### config.mk
export PLATFORM = sky130hd
export DESIGN_NAME = hcbp_back
export DESIGN_NICKNAME = d
export VERILOG_FILES = /design/src/hw/rtl/hcbp_pkg.sv /design/src/hw/rtl/hcbp_back.sv
export VERILOG_INCLUDE_DIRS = /design/src /design/src/hw/rtl
export SDC_FILE = /design/constraint.sdc
export NUM_CORES = 1
export LEC_CHECK = 0
export BUFFER_PORTS_ARGS = -buffer_cell sky130_fd_sc_hd__buf_2
export CAP_MARGIN = 20
export CORE_MARGIN = 4
export CORE_UTILIZATION = 55
export DETAILED_ROUTE_END_ITERATION = 12
export PLACE_DENSITY = 0.73
export SETUP_SLACK_MARGIN = 0.2
export SLEW_MARGIN = 10
export SYNTH_ARGS = -nofsm -noshare
export SYNTH_HDL_FRONTEND = slang
export SYNTH_SLANG_ARGS = --single-unit
### constraint.sdc
create_clock -name clk_i -period 9.1 [get_ports clk_i]
set_input_delay 1.82 -clock clk_i [delete_from_list [all_inputs] [get_ports clk_i]]
set_output_delay 1.82 -clock clk_i [all_outputs]
set_load 0.02 [all_outputs]
### src/hw/rtl/huffman_code_bit_packer_unit_defines.svh
`ifndef HUFFMAN_CODE_BIT_PACKER_UNIT_DEFINES_SVH
`define HUFFMAN_CODE_BIT_PACKER_UNIT_DEFINES_SVH

// checked out of reset only
`define HCBP_ASSERT(label, prop, msg) \
  label: assert property (@(posedge clk_i) disable iff (!rst_ni) prop) else $error(msg);

// checked in and out of reset
`define HCBP_ASSERT_ALWAYS(label, prop, msg) \
  label: assert property (@(posedge clk_i) prop) else $error(msg);

`endif

### src/hw/rtl/hcbp_pkg.sv
package hcbp_pkg;

  localparam int SYM_W        = 8;
  localparam int TBL_DEPTH    = 1 << SYM_W;
  localparam int CODE_BITS    = 32;
  localparam int LEN_W        = 6;
  localparam int BYTE_BITS    = 8;
  localparam int VB_W         = 4;
  localparam int ACC_W        = CODE_BITS + BYTE_BITS;
  localparam int TOT_W        = 6;
  localparam int MAX_CODE_LEN = 32;
  localparam int LEN_LIMIT_I  = (MAX_CODE_LEN < CODE_BITS) ? MAX_CODE_LEN : CODE_BITS;
  localparam logic [LEN_W-1:0] LEN_LIMIT = LEN_W'(LEN_LIMIT_I);

  // queue depth must be a power of two
  localparam int FIFO_DEPTH = 4;
  localparam int FIFO_AW    = $clog2(FIFO_DEPTH);
  localparam int FIFO_CW    = FIFO_AW + 1;

  localparam int IN_DATA_W  = 48;
  localparam int IN_USER_W  = 2;
  localparam int OUT_DATA_W = 16;
  localparam int OUT_USER_W = 2;

  typedef enum logic [1:0] {
    ACT_LOAD   = 2'd0,
    ACT_ENCODE = 2'd1,
    ACT_FLUSH  = 2'd2
  } hcbp_action_e;

  // code bits are stored left aligned, first bit at the msb
  typedef struct packed {
    logic                 flush;
    logic [CODE_BITS-1:0] bits;
    logic [LEN_W-1:0]     len;
  } hcbp_cmd_t;

endpackage

### src/hw/rtl/hcbp_back.sv
`include "huffman_code_bit_packer_unit_defines.svh"

module hcbp_back
  import hcbp_pkg::*;
(
  input  logic                 clk_i,
  input  logic                 rst_ni,
  input  hcbp_cmd_t            cmd_i,
  input  logic                 cmd_valid_i,
  output logic                 cmd_ready_o,
  output logic                 out_valid_o,
  input  logic                 out_ready_i,
  output logic [BYTE_BITS-1:0] out_byte_o,
  output logic [VB_W-1:0]      valid_bits_o,
  output logic                 byte_present_o,
  output logic                 is_flush_o,
  output logic                 last_o
);

  localparam logic [TOT_W-1:0] FULL_TOT = TOT_W'(BYTE_BITS);
  localparam logic [TOT_W-1:0] TWO_TOT  = TOT_W'(2 * BYTE_BITS);
  localparam logic [VB_W-1:0]  FULL_VB  = VB_W'(BYTE_BITS);

  // bit stream left aligned in acc, total_q bits valid, the rest zero
  logic [ACC_W-1:0]     acc_q, acc_d;
  logic [TOT_W-1:0]     total_q, total_d;
  logic                 ovld_q, ovld_d;
  logic [BYTE_BITS-1:0] obyte_q, obyte_d;
  logic [VB_W-1:0]      ovb_q, ovb_d;
  logic                 opres_q, opres_d;
  logic                 oflush_q, oflush_d;
  logic                 olast_q, olast_d;
  logic                 slot_free;
  logic                 take;
  logic [ACC_W-1:0]     merged;
  logic [TOT_W-1:0]     tot_new;
  logic [ACC_W-1:0]     cur_acc;
  logic [TOT_W-1:0]     cur_tot;
  logic                 emit_byte;

  assign slot_free   = !ovld_q || out_ready_i;
  assign take        = cmd_valid_i && (total_q < FULL_TOT) && slot_free;
  assign cmd_ready_o = (total_q < FULL_TOT) && slot_free;

  assign merged  = acc_q | ({cmd_i.bits, {BYTE_BITS{1'b0}}} >> total_q[2:0]);
  assign tot_new = total_q + cmd_i.len;
  assign cur_acc = take ? merged : acc_q;
  assign cur_tot = take ? tot_new : total_q;

  always_comb begin
    acc_d     = acc_q;
    total_d   = total_q;
    ovld_d    = ovld_q && !out_ready_i;
    obyte_d   = obyte_q;
    ovb_d     = ovb_q;
    opres_d   = opres_q;
    oflush_d  = oflush_q;
    olast_d   = olast_q;
    emit_byte = 1'b0;
    if (take && cmd_i.flush) begin
      ovld_d   = 1'b1;
      oflush_d = 1'b1;
      olast_d  = 1'b1;
      if (total_q != '0) begin
        obyte_d = acc_q[ACC_W-1 -: BYTE_BITS];
        ovb_d   = VB_W'(total_q);
        opres_d = 1'b1;
      end else begin
        obyte_d = '0;
        ovb_d   = FULL_VB;
        opres_d = 1'b0;
      end
      acc_d   = '0;
      total_d = '0;
    end else begin
      if (slot_free && (cur_tot >= FULL_TOT)) begin
        emit_byte = 1'b1;
        ovld_d    = 1'b1;
        obyte_d   = cur_acc[ACC_W-1 -: BYTE_BITS];
        ovb_d     = FULL_VB;
        opres_d   = 1'b1;
        oflush_d  = 1'b0;
        olast_d   = (cur_tot < TWO_TOT);
        acc_d     = cur_acc << BYTE_BITS;
        total_d   = cur_tot - FULL_TOT;
      end else if (take) begin
        acc_d   = cur_acc;
        total_d = cur_tot;
      end
    end
  end

  always_ff @(posedge clk_i or negedge rst_ni) begin
    if (!rst_ni) begin
      acc_q   <= '0;
      total_q <= '0;
      ovld_q  <= 1'b0;
    end else begin
      acc_q   <= acc_d;
      total_q <= total_d;
      ovld_q  <= ovld_d;
    end
  end

  always_ff @(posedge clk_i) begin
    obyte_q  <= obyte_d;
    ovb_q    <= ovb_d;
    opres_q  <= opres_d;
    oflush_q <= oflush_d;
    olast_q  <= olast_d;
  end

  assign out_valid_o    = ovld_q;
  assign out_byte_o     = obyte_q;
  assign valid_bits_o   = ovb_q;
  assign byte_present_o = opres_q;
  assign is_flush_o     = oflush_q;
  assign last_o         = olast_q;

  // more bytes of the same symbol still wait in the accumulator
  `HCBP_ASSERT(a_not_last_has_more, emit_byte && !olast_d |=> total_q >= FULL_TOT, "byte without last but nothing left")
  `HCBP_ASSERT_ALWAYS(a_empty_acc_zero, (total_q == '0) |-> (acc_q == '0), "stale bits in empty accumulator")
  `HCBP_ASSERT(a_no_byte_is_flush, ovld_q && !opres_q |-> oflush_q && olast_q && (ovb_q == FULL_VB) && (obyte_q == '0), "bad empty flush result")

endmodule

# Word-level counts from Yosys, hierarchy flattened
# Cells that the tools add are included.
[op_classes]
addsub = 2
order_cmp = 3
shift = 1
mux = 19
bitwise_logic = 1
reduce_logical = 12
[op_table]
columns = ["cell", "count"]
rows = [
  ["$mux W40", 4],
  ["$or A40 B40 Y40", 1],
  ["$shr A40 B3 Y40", 1],
  ["$mux W6", 4],
  ["$mux W8", 3],
  ["$mux W4", 3],
  ["$add A6 B6 Y6", 1],
  ["$ge A6 B4 Y1 const B", 1],
  ["$logic_and A1 B1 Y1", 6],
  ["$lt A6 B4 Y1 const B", 1],
  ["$lt A6 B5 Y1 const B", 1],
  ["$reduce_bool A6 Y1", 1],
  ["$sub A6 B4 Y6 const B", 1],
  ["$mux W1", 5],
  ["$reduce_bool A3 Y1", 1],
  ["$logic_not A1 Y1", 2],
  ["$reduce_bool A2 Y1", 1],
  ["$logic_or A1 B1 Y1", 1],
]
[totals]
ff_bits = 62
inputBits = 43
wordCells = 46

# Depth between registers and ports, before layout
[depth]
word_depth = 8
depth_mapped = 13

# Worst setup path after synthesis
# No wires, ideal clock.
[synth_timing]
kind = "input port to flip-flop"
from = "input port cmd_i[0] in the netlist's numbering"
to = "register opres_q, in the netlist byte_present_o, enable pin"
t_arrival_ns = 4.376
t_required_ns = 8.760
slack_ns = 4.385
cell_stages = 12
path_buffers = 0
path_cell_list = "ha_1 -> fa_1 -> a211oi_1 -> nor3b_1 -> nor3_2 -> nor2_1 -> ha_1 -> nand3_1 -> mux2i_1 -> a2111o_1 -> o21ai_1 -> nand2_1"
[synth_via]
elab_chain_len = 5
[synth_lines]
columns = ["element", "line", "rtl"]
rows = [
  ["start: declaration", "hcbp_back.sv:8", "input hcbp_cmd_t cmd_i,"],
  ["$add A6 B6 Y6", "hcbp_back.sv:46", "assign tot_new = total_q + cmd_i.len;"],
  ["$mux W6", "hcbp_back.sv:48", "assign cur_tot = take ? tot_new : total_q;"],
  ["$ge A6 B4 Y1", "hcbp_back.sv:76", "if (slot_free && (cur_tot >= FULL_TOT)) begin"],
  ["$logic_and A1 B1 Y1", "hcbp_back.sv:76", ""],
  ["$reduce_bool A2 Y1 (no line)", "--", ""],
  ["end signal: assignment", "hcbp_back.sv:108", "opres_q <= opres_d;"],
  ["end: declaration", "hcbp_back.sv:30", "logic opres_q, opres_d;"],
]
# No other way between the ends.
# A chain may end at the register's enable or synchronous reset.

# Worst setup path in the final report
[layout_timing]
from = "input port cmd_i[0] in the netlist's numbering"
to = "register obyte_q[6], in the netlist out_byte_o[6], enable pin"
[layout_via]
elab_chain_len = 5
[layout_lines]
columns = ["element", "line", "rtl"]
rows = [
  ["$add A6 B6 Y6", "hcbp_back.sv:46", ""],
  ["$mux W6", "hcbp_back.sv:48", ""],
  ["$ge A6 B4 Y1", "hcbp_back.sv:76", ""],
  ["$logic_and A1 B1 Y1", "hcbp_back.sv:76", ""],
  ["$reduce_bool A2 Y1 (no line)", "--", ""],
  ["end signal: assignment", "hcbp_back.sv:106", "obyte_q <= obyte_d;"],
  ["end: declaration", "hcbp_back.sv:28", "logic [BYTE_BITS-1:0] obyte_q, obyte_d;"],
]
# No other way between the ends.

==> impl_metrics.csv <==
group,metric,value,unit
status,status,"complete, no violations",
yosys,synth_edf_count,13,
sta,clock.fmax,204,MHz
place,place_hpwl,8420,um
run,maxCapViolCount,0,
final_layout,final_cell_mix,"59 x buf_2, 49 x a21oi_1, 44 x nor2_1, 44 x o21ai_0, 44 x dfrtp_1",
worst_setup_path,ff2ff_path_depth,13,
clock_network,clockBufferDepth,2,
worst_setup_path,worstPathRequired,9.07,ns
yosys,ys_ff_latch,61,
final_layout,design.final.nets,557,
sta,finClkSkew,0.0102,ns
worst_setup_path,cpMaxStageDelayCell,"fa_1",
sta,setup_viol,0,
global_routing,grt_pass1_vias,3954,
floorplan,ioPinCount,60,
worst_setup_path,cp_num_cells,13,
final_layout,fill_cells,709,
yosys,ys_types,53,
power,vdd_ir_drop_max,147,uV
worst_setup_path,cp_num_buf_inv,1,
clock_network,cts_tree,"built",
final_layout,area_delta_synth_final,11.3,%
global_routing,grt-ovfl-total,0,
drt,first_pass_iters,5,
sta,min_period_over_period,54.0,%
worst_setup_path,path_cells,"buf_2, ha_1, fa_1, a211oi_1, nor3b_1, nor3_2, nor2_1, ha_1, nand2_1, mux2i_1, a2111o_1, o21ai_1, nand2_1",
drt,dr.first_iter.drc_count,231,
worst_setup_path,startpoint_type,"input port",
power,leakagePower,0.00204,uW
floorplan,die_area,9960,um2
place,io_buffers,59,
drt,via_per_inst,6.52,
sta,final_period_minus_worst_setup_slack,4.91,ns
clock_network,clkLatencyLatePin,0.34,ns
sta,hold_viol_final,0,
drt,met3_length,923,um
worst_setup_path,critical_path_peak_fanout,13,
clock_network,cts_made_buffers,9,
hold_path,hold_class,"flop to flop",
clock_network,cts_hold_buf,0,
yosys,postSynthNetCount,515,
drt,postRouteAntennaNets,0,
drt,highest_layer,"met4",
floorplan,row_count,33,
yosys,ys_warn_count,0,
global_routing,grt_max_degree,56,
floorplan,die_w,99.8,um
floorplan,floorplan.die.height,99.8,um
clock_network,cts-root-buf,"clkbuf_8",
yosys,async_reset_ff_share,75.4,%
clock_network,htree_levels,3,
place,gp_congestion,0.971,
worst_setup_path,reg2reg_from,"total_q[1]",
sta,drv_slew,0,
drt,routed_wl,12300,um
worst_setup_path,r2r_end,"out_byte_o[6]",
clock_network,clkSinkCount,61,
worst_setup_path,crit_path_end,"out_byte_o[6]",
clock_network,clk_pin_slew,0.07,ns
sta,rsz0062_at_grt,"no",
global_routing,grt_pass1_wl,19800,um
global_routing,grt.total_usage,25.1,%
yosys,seq_area_frac_synth,34.1,%
worst_setup_path,crit_path_end_kind,"flop",
worst_setup_path,critical_path.max_stage_delay,0.41,ns
floorplan,coreArea,8220,um2
worst_setup_path,path_class,"input port to flop",
yosys,syn_inst,464,
clock_network,cts_setup_buffers,0,
global_routing,antenna_found_initial,0,
final_layout,n_antenna_cell,0,
worst_setup_path,arrival,4.88,ns
clock_network,cts-resized-gates,0,
final_layout,final_common_cell,"buf_2",
sta,maxSlewHeadroom,40.8,%
drt,drc_errors,0,
power,power.density,314,nW/um2
final_layout,final_util,62.8,%
floorplan,start_util,56.4,%
drt,via_count,4019,
yosys,dominantRegCellSynth,"dfrtp_1",
drt,wl_per_cell,20.0,um
worst_setup_path,cp-startpoint,"cmd_i[0]",
drt,wl_met1,5270,um
drt,wl_met2,5930,um
final_layout,drive_gt1_share,30.9,%
yosys,synthesis.area,4640,um2
worst_setup_path,cp_top_family,"simple AND/OR/NAND/NOR gates",
worst_setup_path,reg2reg_setup_slack,4.94,ns
sta,setup_tns,0,ns
sta,tightestPinTransition,0.887,ns
yosys,synth_area_per_cell,9.99,um2
==> per-stage QoR <==
step	hold slack (ns)	total power, uW	std cells	instance area, um2	setup WS [ns]
2_1_floorplan	0.481	1160	464	4640	4.38
3_3_place_gp	0.456	1330	600	4950	4.02
3_5_place_dp	0.459	1350	600	4950	3.91
4_1_cts	0.475	1620	616	5160	4.26
5_1_grt	0.499	1720	616	5160	3.98
6_report	0.475	1620	616	5160	4.19
==> layout make-up <==
| cell class | instances | area, um2 | share of cell area [%] |
|---|---|---|---|
| repair buffers | 69 | 370 | 7.18 |
| clock buffers | 9 | 124 | 2.40 |
| multi-input cells | 360 | 2840 | 55.1 |
| inverters | 5 | 18.8 | 0.364 |
| clock inverters | 7 | 90.1 | 1.75 |
| well taps | 105 | 131 | 2.55 |
| flip-flops and latches | 61 | 1580 | 30.7 |
==> worst min path at each step <==
stage,depth (start not counted),slack [ns],from,endpoint
6_report,1,0.47,is_flush_o,is_flush_o
5_1_grt,1,0.50,is_flush_o,is_flush_o
4_1_cts,1,0.47,is_flush_o,is_flush_o
3_5_place_dp,1,0.46,is_flush_o,is_flush_o
3_3_place_gp,1,0.46,is_flush_o,is_flush_o
2_1_floorplan,2,0.48,acc_q[3],acc_q[3]
==> report_power, final <==
group,switching [uW],internal (uW)
Clock,114,153
Sequential,59.3,398
Combinational,533,366
==> cell usage after synthesis (all sizes together) (2+ instances only) <==
master	number	share of area [%]
xnor2	3	0.73
o21ai	45	4.9
dfxtp	2	0.86
a21oi	51	5.8
a22o	3	0.57
clkbuf	17	1.4
mux4	18	8.7
a31oi	10	1.3
nor2	44	3.6
mux2i	34	7.4
or3	2	0.27
a21o	2	0.32
buf	21	2.8
ha	7	1.9
mux2	27	6.6
dfrtp	46	25
edfxtp	13	8.4
and3	3	0.40
nand3b	3	0.49
a211oi	3	0.49
and2	3	0.40
nor2b	3	0.40
nand2	40	3.2
nand3	5	0.54
nor3	6	0.86
a221oi	27	7.8
a311oi	2	0.38
a2bb2oi	3	0.57
nand2b	4	0.54
inv	5	0.40
==> registers in the layout, indices dropped and copies added, names as in the netlist <==
signal / flops
out_valid_o: 1
byte_present_o: 1
out_byte_o: 8
acc_q: 39
last_o: 1
total_q: 6
valid_bits_o: 4
is_flush_o: 1
==> logic make-up (layout without fill, tap and decap cells) <==
group	after synthesis	after routing	synth area share, %
multiplexers	79	79	22.7
flip-flops	61	61	34.1
buffers and inverters	43	90	4.59
adder cells (fa/ha/maj)	8	8	2.32
AND/OR/NAND/NOR	117	117	11.6
AO/OA/AOI/OAI	153	153	23.9
XOR/XNOR	3	3	0.729
==> metal layers <==
layer,vias to the layer above,global-route usage [%]
met1,1956,33.6
met4,0,6.20
met3,17,5.07
met2,190,42.0
met5,-,0
li1,1856,-
No activity file was read; power rests on OpenSTA's default activity.
