===== src/hw/rtl/huffman_code_bit_packer_unit_defines.svh =====
`ifndef HUFFMAN_CODE_BIT_PACKER_UNIT_DEFINES_SVH
`define HUFFMAN_CODE_BIT_PACKER_UNIT_DEFINES_SVH

// checked out of reset only
`define HCBP_ASSERT(label, prop, msg) \
  label: assert property (@(posedge clk_i) disable iff (!rst_ni) prop) else $error(msg);

// checked in and out of reset
`define HCBP_ASSERT_ALWAYS(label, prop, msg) \
  label: assert property (@(posedge clk_i) prop) else $error(msg);

`endif


===== src/hw/rtl/hcbp_pkg.sv =====
package hcbp_pkg;

  localparam int SYM_W        = 8;
  localparam int TBL_DEPTH    = 1 << SYM_W;
  localparam int CODE_BITS    = 32;
  localparam int LEN_W        = 6;
  localparam int BYTE_BITS    = 8;
  localparam int VB_W         = 4;
  localparam int ACC_W        = CODE_BITS + BYTE_BITS;
  localparam int TOT_W        = 6;
  localparam int MAX_CODE_LEN = 32;
  localparam int LEN_LIMIT_I  = (MAX_CODE_LEN < CODE_BITS) ? MAX_CODE_LEN : CODE_BITS;
  localparam logic [LEN_W-1:0] LEN_LIMIT = LEN_W'(LEN_LIMIT_I);

  // queue depth must be a power of two
  localparam int FIFO_DEPTH = 4;
  localparam int FIFO_AW    = $clog2(FIFO_DEPTH);
  localparam int FIFO_CW    = FIFO_AW + 1;

  localparam int IN_DATA_W  = 48;
  localparam int IN_USER_W  = 2;
  localparam int OUT_DATA_W = 16;
  localparam int OUT_USER_W = 2;

  typedef enum logic [1:0] {
    ACT_LOAD   = 2'd0,
    ACT_ENCODE = 2'd1,
    ACT_FLUSH  = 2'd2
  } hcbp_action_e;

  // code bits are stored left aligned, first bit at the msb
  typedef struct packed {
    logic                 flush;
    logic [CODE_BITS-1:0] bits;
    logic [LEN_W-1:0]     len;
  } hcbp_cmd_t;

endpackage


===== src/hw/rtl/hcbp_fifo.sv =====
module hcbp_fifo
  import hcbp_pkg::*;
(
  input  logic      clk_i,
  input  logic      rst_ni,
  input  hcbp_cmd_t push_cmd_i,
  input  logic      push_valid_i,
  output logic      push_ready_o,
  output hcbp_cmd_t pop_cmd_o,
  output logic      pop_valid_o,
  input  logic      pop_ready_i
);

  hcbp_cmd_t          slot_q [FIFO_DEPTH];
  logic [FIFO_AW-1:0] wr_ptr_q, wr_ptr_d;
  logic [FIFO_AW-1:0] rd_ptr_q, rd_ptr_d;
  logic [FIFO_CW-1:0] cnt_q, cnt_d;
  logic               push, pop;

  assign push_ready_o = (cnt_q != FIFO_CW'(FIFO_DEPTH));
  assign pop_valid_o  = (cnt_q != '0);
  assign pop_cmd_o    = slot_q[rd_ptr_q];
  assign push         = push_valid_i && push_ready_o;
  assign pop          = pop_valid_o && pop_ready_i;

  always_comb begin
    wr_ptr_d = push ? wr_ptr_q + 1'b1 : wr_ptr_q;
    rd_ptr_d = pop ? rd_ptr_q + 1'b1 : rd_ptr_q;
    cnt_d    = cnt_q;
    if (push && !pop) begin
      cnt_d = cnt_q + 1'b1;
    end else if (pop && !push) begin
      cnt_d = cnt_q - 1'b1;
    end
  end

  always_ff @(posedge clk_i or negedge rst_ni) begin
    if (!rst_ni) begin
      wr_ptr_q <= '0;
      rd_ptr_q <= '0;
      cnt_q    <= '0;
    end else begin
      wr_ptr_q <= wr_ptr_d;
      rd_ptr_q <= rd_ptr_d;
      cnt_q    <= cnt_d;
    end
  end

  always_ff @(posedge clk_i) begin
    if (push) begin
      slot_q[wr_ptr_q] <= push_cmd_i;
    end
  end

endmodule


===== config.mk =====
export PLATFORM = sky130hd
export DESIGN_NAME = hcbp_fifo
export DESIGN_NICKNAME = d
export VERILOG_FILES = /design/src/hw/rtl/huffman_code_bit_packer_unit_defines.svh /design/src/hw/rtl/hcbp_pkg.sv /design/src/hw/rtl/hcbp_fifo.sv
export SDC_FILE = /design/constraint.sdc
export NUM_CORES = 1
export LEC_CHECK = 0
export ABC_AREA = 1
export BUFFER_PORTS_ARGS = -buffer_cell sky130_fd_sc_hd__buf_2
export CORE_ASPECT_RATIO = 1.5
export CORE_MARGIN = 2
export CORE_UTILIZATION = 50
export DETAILED_ROUTE_END_ITERATION = 12
export HOLD_SLACK_MARGIN = 0.06
export PLACE_DENSITY = 0.67
export SLEW_MARGIN = 25
export SYNTH_ARGS = -nofsm -noshare
export SYNTH_HDL_FRONTEND = slang
export SYNTH_SLANG_ARGS = --single-unit

===== constraint.sdc =====
create_clock -name clk_i -period 7.9 [get_ports clk_i]
set_clock_uncertainty 0.2 [all_clocks]
set_input_delay 0 -clock clk_i [delete_from_list [all_inputs] [get_ports clk_i]]
set_output_delay 0 -clock clk_i [all_outputs]
set_load 0.005 [all_outputs]

== Word level (Yosys, flattened, before mapping) ==
Memories as Yosys holds them, arrays and structs flattened.
Cells that the tools add are included.

* Flip-flop bits (word level): 7
* RAM bits: 156
* Input bits: 43
* Logic and storage cells: 21
* Memories kept: 1

* Add/subtract/negate cells: 4
* Equality and inequality tests: 1
* Multiplexer cells: 4
* Reduce and logical (&&, ||, !) cells: 8

{| class="wikitable"
|+ Memories
! memory !! depth !! bits a word !! rd ports !! clocked after memory_dff !! write ports !! line !! RTL
|-
| slot_q || 4 || 39 || 1 || 0 || 1 || hcbp_fifo.sv:14 || <nowiki>hcbp_cmd_t slot_q [FIFO_DEPTH];</nowiki>
|}

{| class="wikitable"
|+ Operators by type and width
! operator !! count
|-
| 3-bit 2-to-1 mux || 2
|-
| 2-bit by 1-bit adder with 2-bit output (second input constant) || 2
|-
| 1-bit logical AND || 4
|-
| 3-bit by 1-bit adder with 3-bit output (second input constant) || 1
|-
| 3-bit inequality test (second input constant) || 1
|-
| 3-bit nonzero test || 1
|-
| 3-bit by 1-bit subtractor with 3-bit output (second input constant) || 1
|-
| 1-bit logical NOT || 2
|-
| 1-bit 2-to-1 mux || 2
|-
| 2-bit nonzero test || 1
|}

== Longest topological paths before layout ==
Gate-level depths: netlist (run 1).

* Word-level depth: 6
* Depth in mapped cells: 12
* Gate-level depth less buffers: 12

== Worst setup path after synthesis (run 1) ==
OpenSTA, ideal clock, no wires.

* Path kind: reg-to-reg
* From: reg cnt_q[0]
* To: mem slot_q[0][0] (netlist name), enable pin
* Arrival: 2414 ps
* Slack: 4851 ps
* Cell stages (with the launch flop): 5
* Buffers on the path: 0
* Cells stage by stage: dfrtp_1 inv_1 nand3_1 nand2_1 nor2_1

* Cells in the longest elaborated chain, start to end: 4

{| class="wikitable"
|+ RTL lines
! element !! line !! RTL
|-
| start, declared || hcbp_fifo.sv:17 || <nowiki>logic [FIFO_CW-1:0] cnt_q, cnt_d;</nowiki>
|-
| start signal, assigned || hcbp_fifo.sv:45 || <nowiki>cnt_q <= cnt_d;</nowiki>
|-
| 3-bit inequality test || hcbp_fifo.sv:20 || <nowiki>assign push_ready_o = (cnt_q != FIFO_CW'(FIFO_DEPTH));</nowiki>
|-
| via push_ready_o || hcbp_fifo.sv:8 || <nowiki>output logic push_ready_o,</nowiki>
|-
| 1-bit logical AND || hcbp_fifo.sv:23 || <nowiki>assign push = push_valid_i && push_ready_o;</nowiki>
|-
| 1-bit 2-to-1 mux || hcbp_fifo.sv:50 || <nowiki>if (push) begin</nowiki>
|-
| 1-bit 2-to-1 mux (implied by the code) || hcbp_fifo.sv:51 || <nowiki>slot_q[wr_ptr_q] <= push_cmd_i;</nowiki>
|-
| end, declared || hcbp_fifo.sv:14 ||
|}

The timed path passes the listed nets, and every way through them passes these cells.

==> results.cfg, run 1 <==
[critical_path]
worst-r2r-setup-slack_ns = 5.56
crit_chain = clkinv_1 > buf_4 > o211ai_1 > nand2_1 > buf_2
cp_data_arrival_time_ns = 2.63
cpPeakStageDelay_ns = 0.92
crit_path_start_kind = flop
crit_path_max_fanout = 41
cp-end-kind = output port
critPathKind = reg -> out
slowest_stage = dfrtp_2
worstPathRequired_ns = 7.70

[yosys]
synth_cell_types = 17
synthesis.area_um2 = 6673
yosys_warnings = 0
synth_area_per_cell_um2 = 12.96
ys_seq_elements = 163
yosysTopAreaCell = edfxtp_1
yosysTopAreaCellShare_pct = 70.20
syn_nets = 564
syn_inst = 515
ys_top_cells_by_area = edfxtp_1 70%, o211ai_1 8.8%, nand2_1 7.5%
synth-seq-area-share_pct = 72.83

[routing]
via_count = 4034
wirelength_um = 12090
via_per_inst = 4.968
antenna_left = 0
drc = 0
wl_per_cell_um = 14.89
first_iter_violations = 220
drt-pass1-iter-count = 5

[layout]
final_common_cell = edfxtp_1
layout_common_cells = 156 x edfxtp_1, 134 x nand2_1, 92 x inv_1
nNetsFinal = 689
postLayoutCoreUtil_pct = 62.50
n_fill_cell = 1012
n_antenna_cell = 0
drive_gt1_share_pct = 18.99
fin_area_um2 = 8135
syn2layout_area_growth_pct = 21.92

[global_route]
grt_max_degree = 85
grt_pass1_wl_um = 19550
grt_pass1_vias = 4120
grt_usage_pct = 17.53
antenna_found_initial = 0
gr-total-overflow = 0

[clock_network]
cts_tree = yes
root_buffer = clkbuf_16
numCtsBuffers = 17
clock_sinks = 163
h-tree-depth = 4
path_clk_slew_ns = 0.06
post_cts_resized = 0
cts_max_path_buffers = 2
clock_latency_ns = 0.41

[power_and_ir_drop]
ir_drop_uv = 290.4
leakagePower_nw = 3.340
p_seq_share_pct = 43.0
p_sw_share_pct = 33.30
powerDensity_nw_per_um2 = 349.5
p_sw_mw = 0.9470
power_frac_comb_pct = 30.3
internal_power_mw = 1.897
pwr-share-clk_pct = 26.7

[sta]
hold_viol = 0
max_freq_ghz = 0.3528
worstMarginPinSlew_ns = 0.8643
report.final.slew_viol_count = 0
min_period_ns = 2.835
fin_crit_sh_pct = 35.88
tns_ns = 0
rsz0062_at_grt = false
final-setup-viol-count = 0
relSlewSlack_pct = 42.38

[floorplan]
io_pins = 84
die_h_um = 145.5
core_um2 = 13020
rows = 51
die_w_um = 98.33
die_area_um2 = 14300
initial_core_util_pct = 51.26

[placed_design]
port_buffers = 83
place_congestion = 0.7474
place_area_um2 = 7147
hpwlAfterDp_um = 7124

[outcome]
status = complete, no violations

[min_path]
min_path_type = in -> reg

[flow_run]
drv_cap = 0
layout make-up:
type	instances	area, µm²	area share, %
Tap cell	159	198.9	2.445
Multi-Input combinational cell	232	1271	15.63
Sequential cell	163	4861	59.75
Inverter	94	355.3	4.368
Clock inverter	14	128.9	1.584
Clock buffer	18	429.2	5.275
Timing Repair Buffer	132	890.9	10.95
routing by layer:
layer / up-vias / share of wire (%) / GRT usage (%)
li1: 2030 / - / -
met1: 1896 / 38 / 19.61
met2: 96 / 56 / 31.26
met3: 12 / 4.5 / 4.467
met4: 0 / 1.8 / 7.671
met5: - / 0 / 0
Yosys cell counts:
master / number
nor2_1: 4
edfxtp_1: 156
clkbuf_1: 4
dfrtp_1: 7
buf_2: 6
nand4_1: 1
nand3_1: 7
clkbuf_2: 1
o21ai_0: 1
buf_6: 15
inv_1: 93
xnor2_1: 1
fa_1: 1
nand2_1: 134
o211ai_1: 78
ha_1: 5
inv_2: 1
per-stage QoR:
stage	cells	worst slack (ns)	power (mW)	hold slack, ns
floorplan	515	4.851	1.833	-0.4956
global placement	737	5.536	2.066	-0.3592
detailed placement	737	5.469	2.099	-0.3558
CTS	812	5.027	2.878	0.1131
global route	812	4.789	3.028	0.1361
finish	812	5.065	2.844	0.1367
logic make-up after synthesis:
logic type                 synth area share (%)
AOI/OAI and AO/OA                         8.850
xor gates and xnor gates                 0.1313
adders and majority gates                 1.238
buffers and inverters                     8.569
DFF                                       72.83
and+or+nand+nor                           8.382
power by group through the flow:
stage,logic [mW],registers (mW),clock network (mW)
4_1_cts,0.876,1.22,0.777
3_5_place_dp,0.856,1.24,0
5_1_grt,0.983,1.24,0.805
2_1_floorplan,0.632,1.20,0
6_report,0.861,1.22,0.759
3_3_place_gp,0.832,1.23,0
what timing repair did:
item                                   in CTS  in global routing
endpoints found under the hold margin     170                  0
setup buffers                               0                  0
hold buffers                               43                  0
setup endpoints to repair                   0                  0
sequential cells by signal (all words and copies together), names as in the netlist:
name and count:
rd_ptr_q 2, slot_q 156, wr_ptr_q 2, cnt_q 3
critical path: cells and delay by family, from the launching register on:
kind	cells	cell delay (ns)
flip-flops	1	0.92
AND/OR/NAND/NOR	1	0.09
AO/OA/AOI/OAI	1	0.16
buffers and inverters	3	1.02
final timing paths:
kind,startpoint,to,cells past startpoint
min,push_cmd_i[17],slot_q[2][17],2
max in group asynchronous,rst_ni,rd_ptr_q[1],3
max,rd_ptr_q[1],pop_cmd_o[31],5
min reg2reg,cnt_q[2],cnt_q[2],2
max reg2reg,cnt_q[1],cnt_q[1],9
min in group asynchronous,rst_ni,cnt_q[2],3
No activity file was read; power rests on OpenSTA's default activity.
==> run 2, diff against run 1 <==
ABC_AREA = 0   (was 1)
PLACE_DENSITY = 0.68   (was 0.67)
clock period = 2.79 ns   (was 7.9 ns; I/O delays follow)
==> results.cfg, run 2 <==
[yosys]
ys_seq_elements = 163
yosysTopAreaCellShare_pct = 76.99
synth_cell_types = 19
async_reset_ff_share_pct = 4.294
synth-seq-area-share_pct = 79.87
synthAdderAreaFrac_pct = 1.357
synth_edf_count = 156
synth_area_per_cell_um2 = 25.46
yosys_warnings = 0
synth.most_common_cell = edfxtp_1
synthXorXnorAreaFrac_pct = 0.8637
synthesis.area_um2 = 6085
ys_top_cells_by_area = edfxtp_1 77%, mux4_2 14%, dfrtp_1 2.9%
synth_compound_area_share_pct = 0.1851
synth_top_flop_cell = edfxtp_1
synthSimpleGateAreaFrac_pct = 0.8431
muxShareOfSynthArea_pct = 14.87
syn_nets = 288
syn_inst = 239
yosysTopAreaCell = edfxtp_1
synthTopCellsByCount = 156 x edfxtp_1, 38 x mux4_2, 7 x dfrtp_1
synth_top_family_by_area = multiplexers

[sta]
min_period_ns = 2.285
rsz0062_at_grt = false
fin_worst_hold_slack_ns = 0.1449
hold_viol = 0
fin_crit_sh_pct = 81.89
tns_ns = 0
relSlewSlack_pct = 71.28
max_freq_ghz = 0.4377
report.final.slew_viol_count = 0
worstMarginPinSlew_ns = 0.4308
final-setup-viol-count = 0

[power_and_ir_drop]
internal_power_mw = 6.105
ir_drop_uv = 508.7
p_seq_share_pct = 41.5
pwr-share-clk_pct = 32.0
p_sw_mw = 2.043
leakagePower_nw = 2.760
p_sw_share_pct = 25.08
power_frac_comb_pct = 26.5
powerDensity_nw_per_um2 = 1046

[layout]
multi_input_area_um2 = 1107
largest_reg_flops = 156
largest-register = slot_q
reg.largest.list = slot_q (156), cnt_q (3)
drive_gt1_share_pct = 42.17
layout_common_cells = 156 x edfxtp_1, 83 x buf_2, 43 x dlygate4sd3_1
nNetsFinal = 433
final_common_cell = edfxtp_1
n_fill_cell = 830
seqCellArea_um2 = 4862
n_antenna_cell = 0
syn2layout_area_growth_pct = 28.07

[routing]
wl_per_cell_um = 19.08
wirelength_um = 10470
via_per_inst = 5.237
drt-pass1-iter-count = 4
via_count = 2875
drc = 0
first_iter_violations = 176
antenna_left = 0

[critical_path]
r2r-start = cnt_q[1]
crit_path_max_fanout = 4
rr_endpoint = cnt_q[2]
worstSetupEndpoint = cnt_q[2]
crit_start = cnt_q[1]
cp-end-kind = flop
critPathKind = reg -> reg
worst-r2r-setup-slack_ns = 0.51
cp_data_arrival_time_ns = 2.41
crit_path_start_kind = flop
worstPathRequired_ns = 2.92
reg2regPathDepth = 8

[clock_network]
clock_sinks = 163
root_buffer = clkbuf_16
hold_buffers = 43
clock_latency_ns = 0.40
path_clk_slew_ns = 0.06
post-cts-setup-buffers = 0
post_cts_resized = 0
numCtsBuffers = 17
cts_tree = yes
cts_max_path_buffers = 2
h-tree-depth = 4

[placed_design]
place_congestion = 0.7052
port_buffers = 83
hpwlAfterDp_um = 6162

[floorplan]
core_um2 = 11960
die_h_um = 139.1
rows = 49
io_pins = 84
initial_core_util_pct = 50.89
die_w_um = 94.07
die_area_um2 = 13090

[global_route]
grt_usage_pct = 17.53
grt_max_degree = 40
gr-total-overflow = 0
grt_pass1_wl_um = 16770
grt_pass1_vias = 3223
antenna_found_initial = 0

[min_path]
min_from = push_cmd_i[38]
min_path_type = in -> reg

[outcome]
status = complete, no violations

[flow_run]
drv_cap = 0
-- run 2: cell types whose count changed in the layout (fill, tap and decap cells not counted), moves of 6 or more --
cell,before,now
nand3_1,7,1
mux4_2,0,38
bufinv_16,1,7
nand2_1,134,2
o211ai_1,78,0
inv_1,92,3
-- run 2: layout make-up --
cell class,count,area share (%)
Sequential cell,163,62.40
Multi-Input combinational cell,64,14.21
Timing Repair Buffer,135,12.20
Clock buffer,20,5.604
Clock inverter,11,2.987
Tap cell,153,2.457
Inverter,3,0.1445
-- run 2: kinds of logic after synthesis --
family,count (synthesis)
AO/OA/AOI/OAI,1
XOR/XNOR,6
adder cells (fa/ha/maj),6
buffers and inverters,12
flip-flops,163
multiplexers,41
AND/OR/NAND/NOR,10
-- run 2: power by group through the flow --
stage	combinational, mW	clock, mW	sequential, mW
2_1_floorplan	1.46	0	3.40
3_3_place_gp	2.14	0	3.40
3_5_place_dp	2.15	0	3.44
4_1_cts	2.21	2.64	3.39
5_1_grt	2.36	2.74	3.43
6_report	2.16	2.61	3.38
-- run 2: worst min-delay path by stage --
stage / end / slack [ns] / cells after the start
floorplan: cnt_q[0] / -0.50 / 0
global placement: cnt_q[0] / -0.36 / 1
detailed placement: cnt_q[1] / -0.36 / 1
CTS: slot_q[0][19] / 0.13 / 2
global route: slot_q[0][28] / 0.13 / 2
finish: slot_q[0][38] / 0.14 / 2
-- run 2: routing by layer --
layer,global-route usage (%),wire (µm),up-vias
met5,0,0,-
met4,7.628,170,0
met3,4.185,311,11
met2,29.51,5746,64
met1,21.50,4246,1508
li1,-,-,1292
-- run 2: worst max-delay path, cell delays in order (launching register included) --
cell,delay [ns]
dfrtp_1,0.41
or3_1,0.43
nand2_1,0.12
ha_1,0.19
inv_1,0.06
fa_1,0.37
xor2_1,0.17
nor2_1,0.12
xor2_1,0.15
-- run 2: through the flow --
step           utilization (%)  std cells  instance area [µm²]  setup slack (ns)  total power, mW
2_1_floorplan                -        239                 6085            0.4693            4.857
3_3_place_gp             55.98        475                 6693            0.5713            5.544
3_5_place_dp             55.98        475                 6693            0.5185            5.591
4_1_cts                  65.18        549                 7792            0.4898            8.246
5_1_grt                  65.18        549                 7792            0.3041            8.530
6_report                 65.18        549                 7792            0.5053            8.148
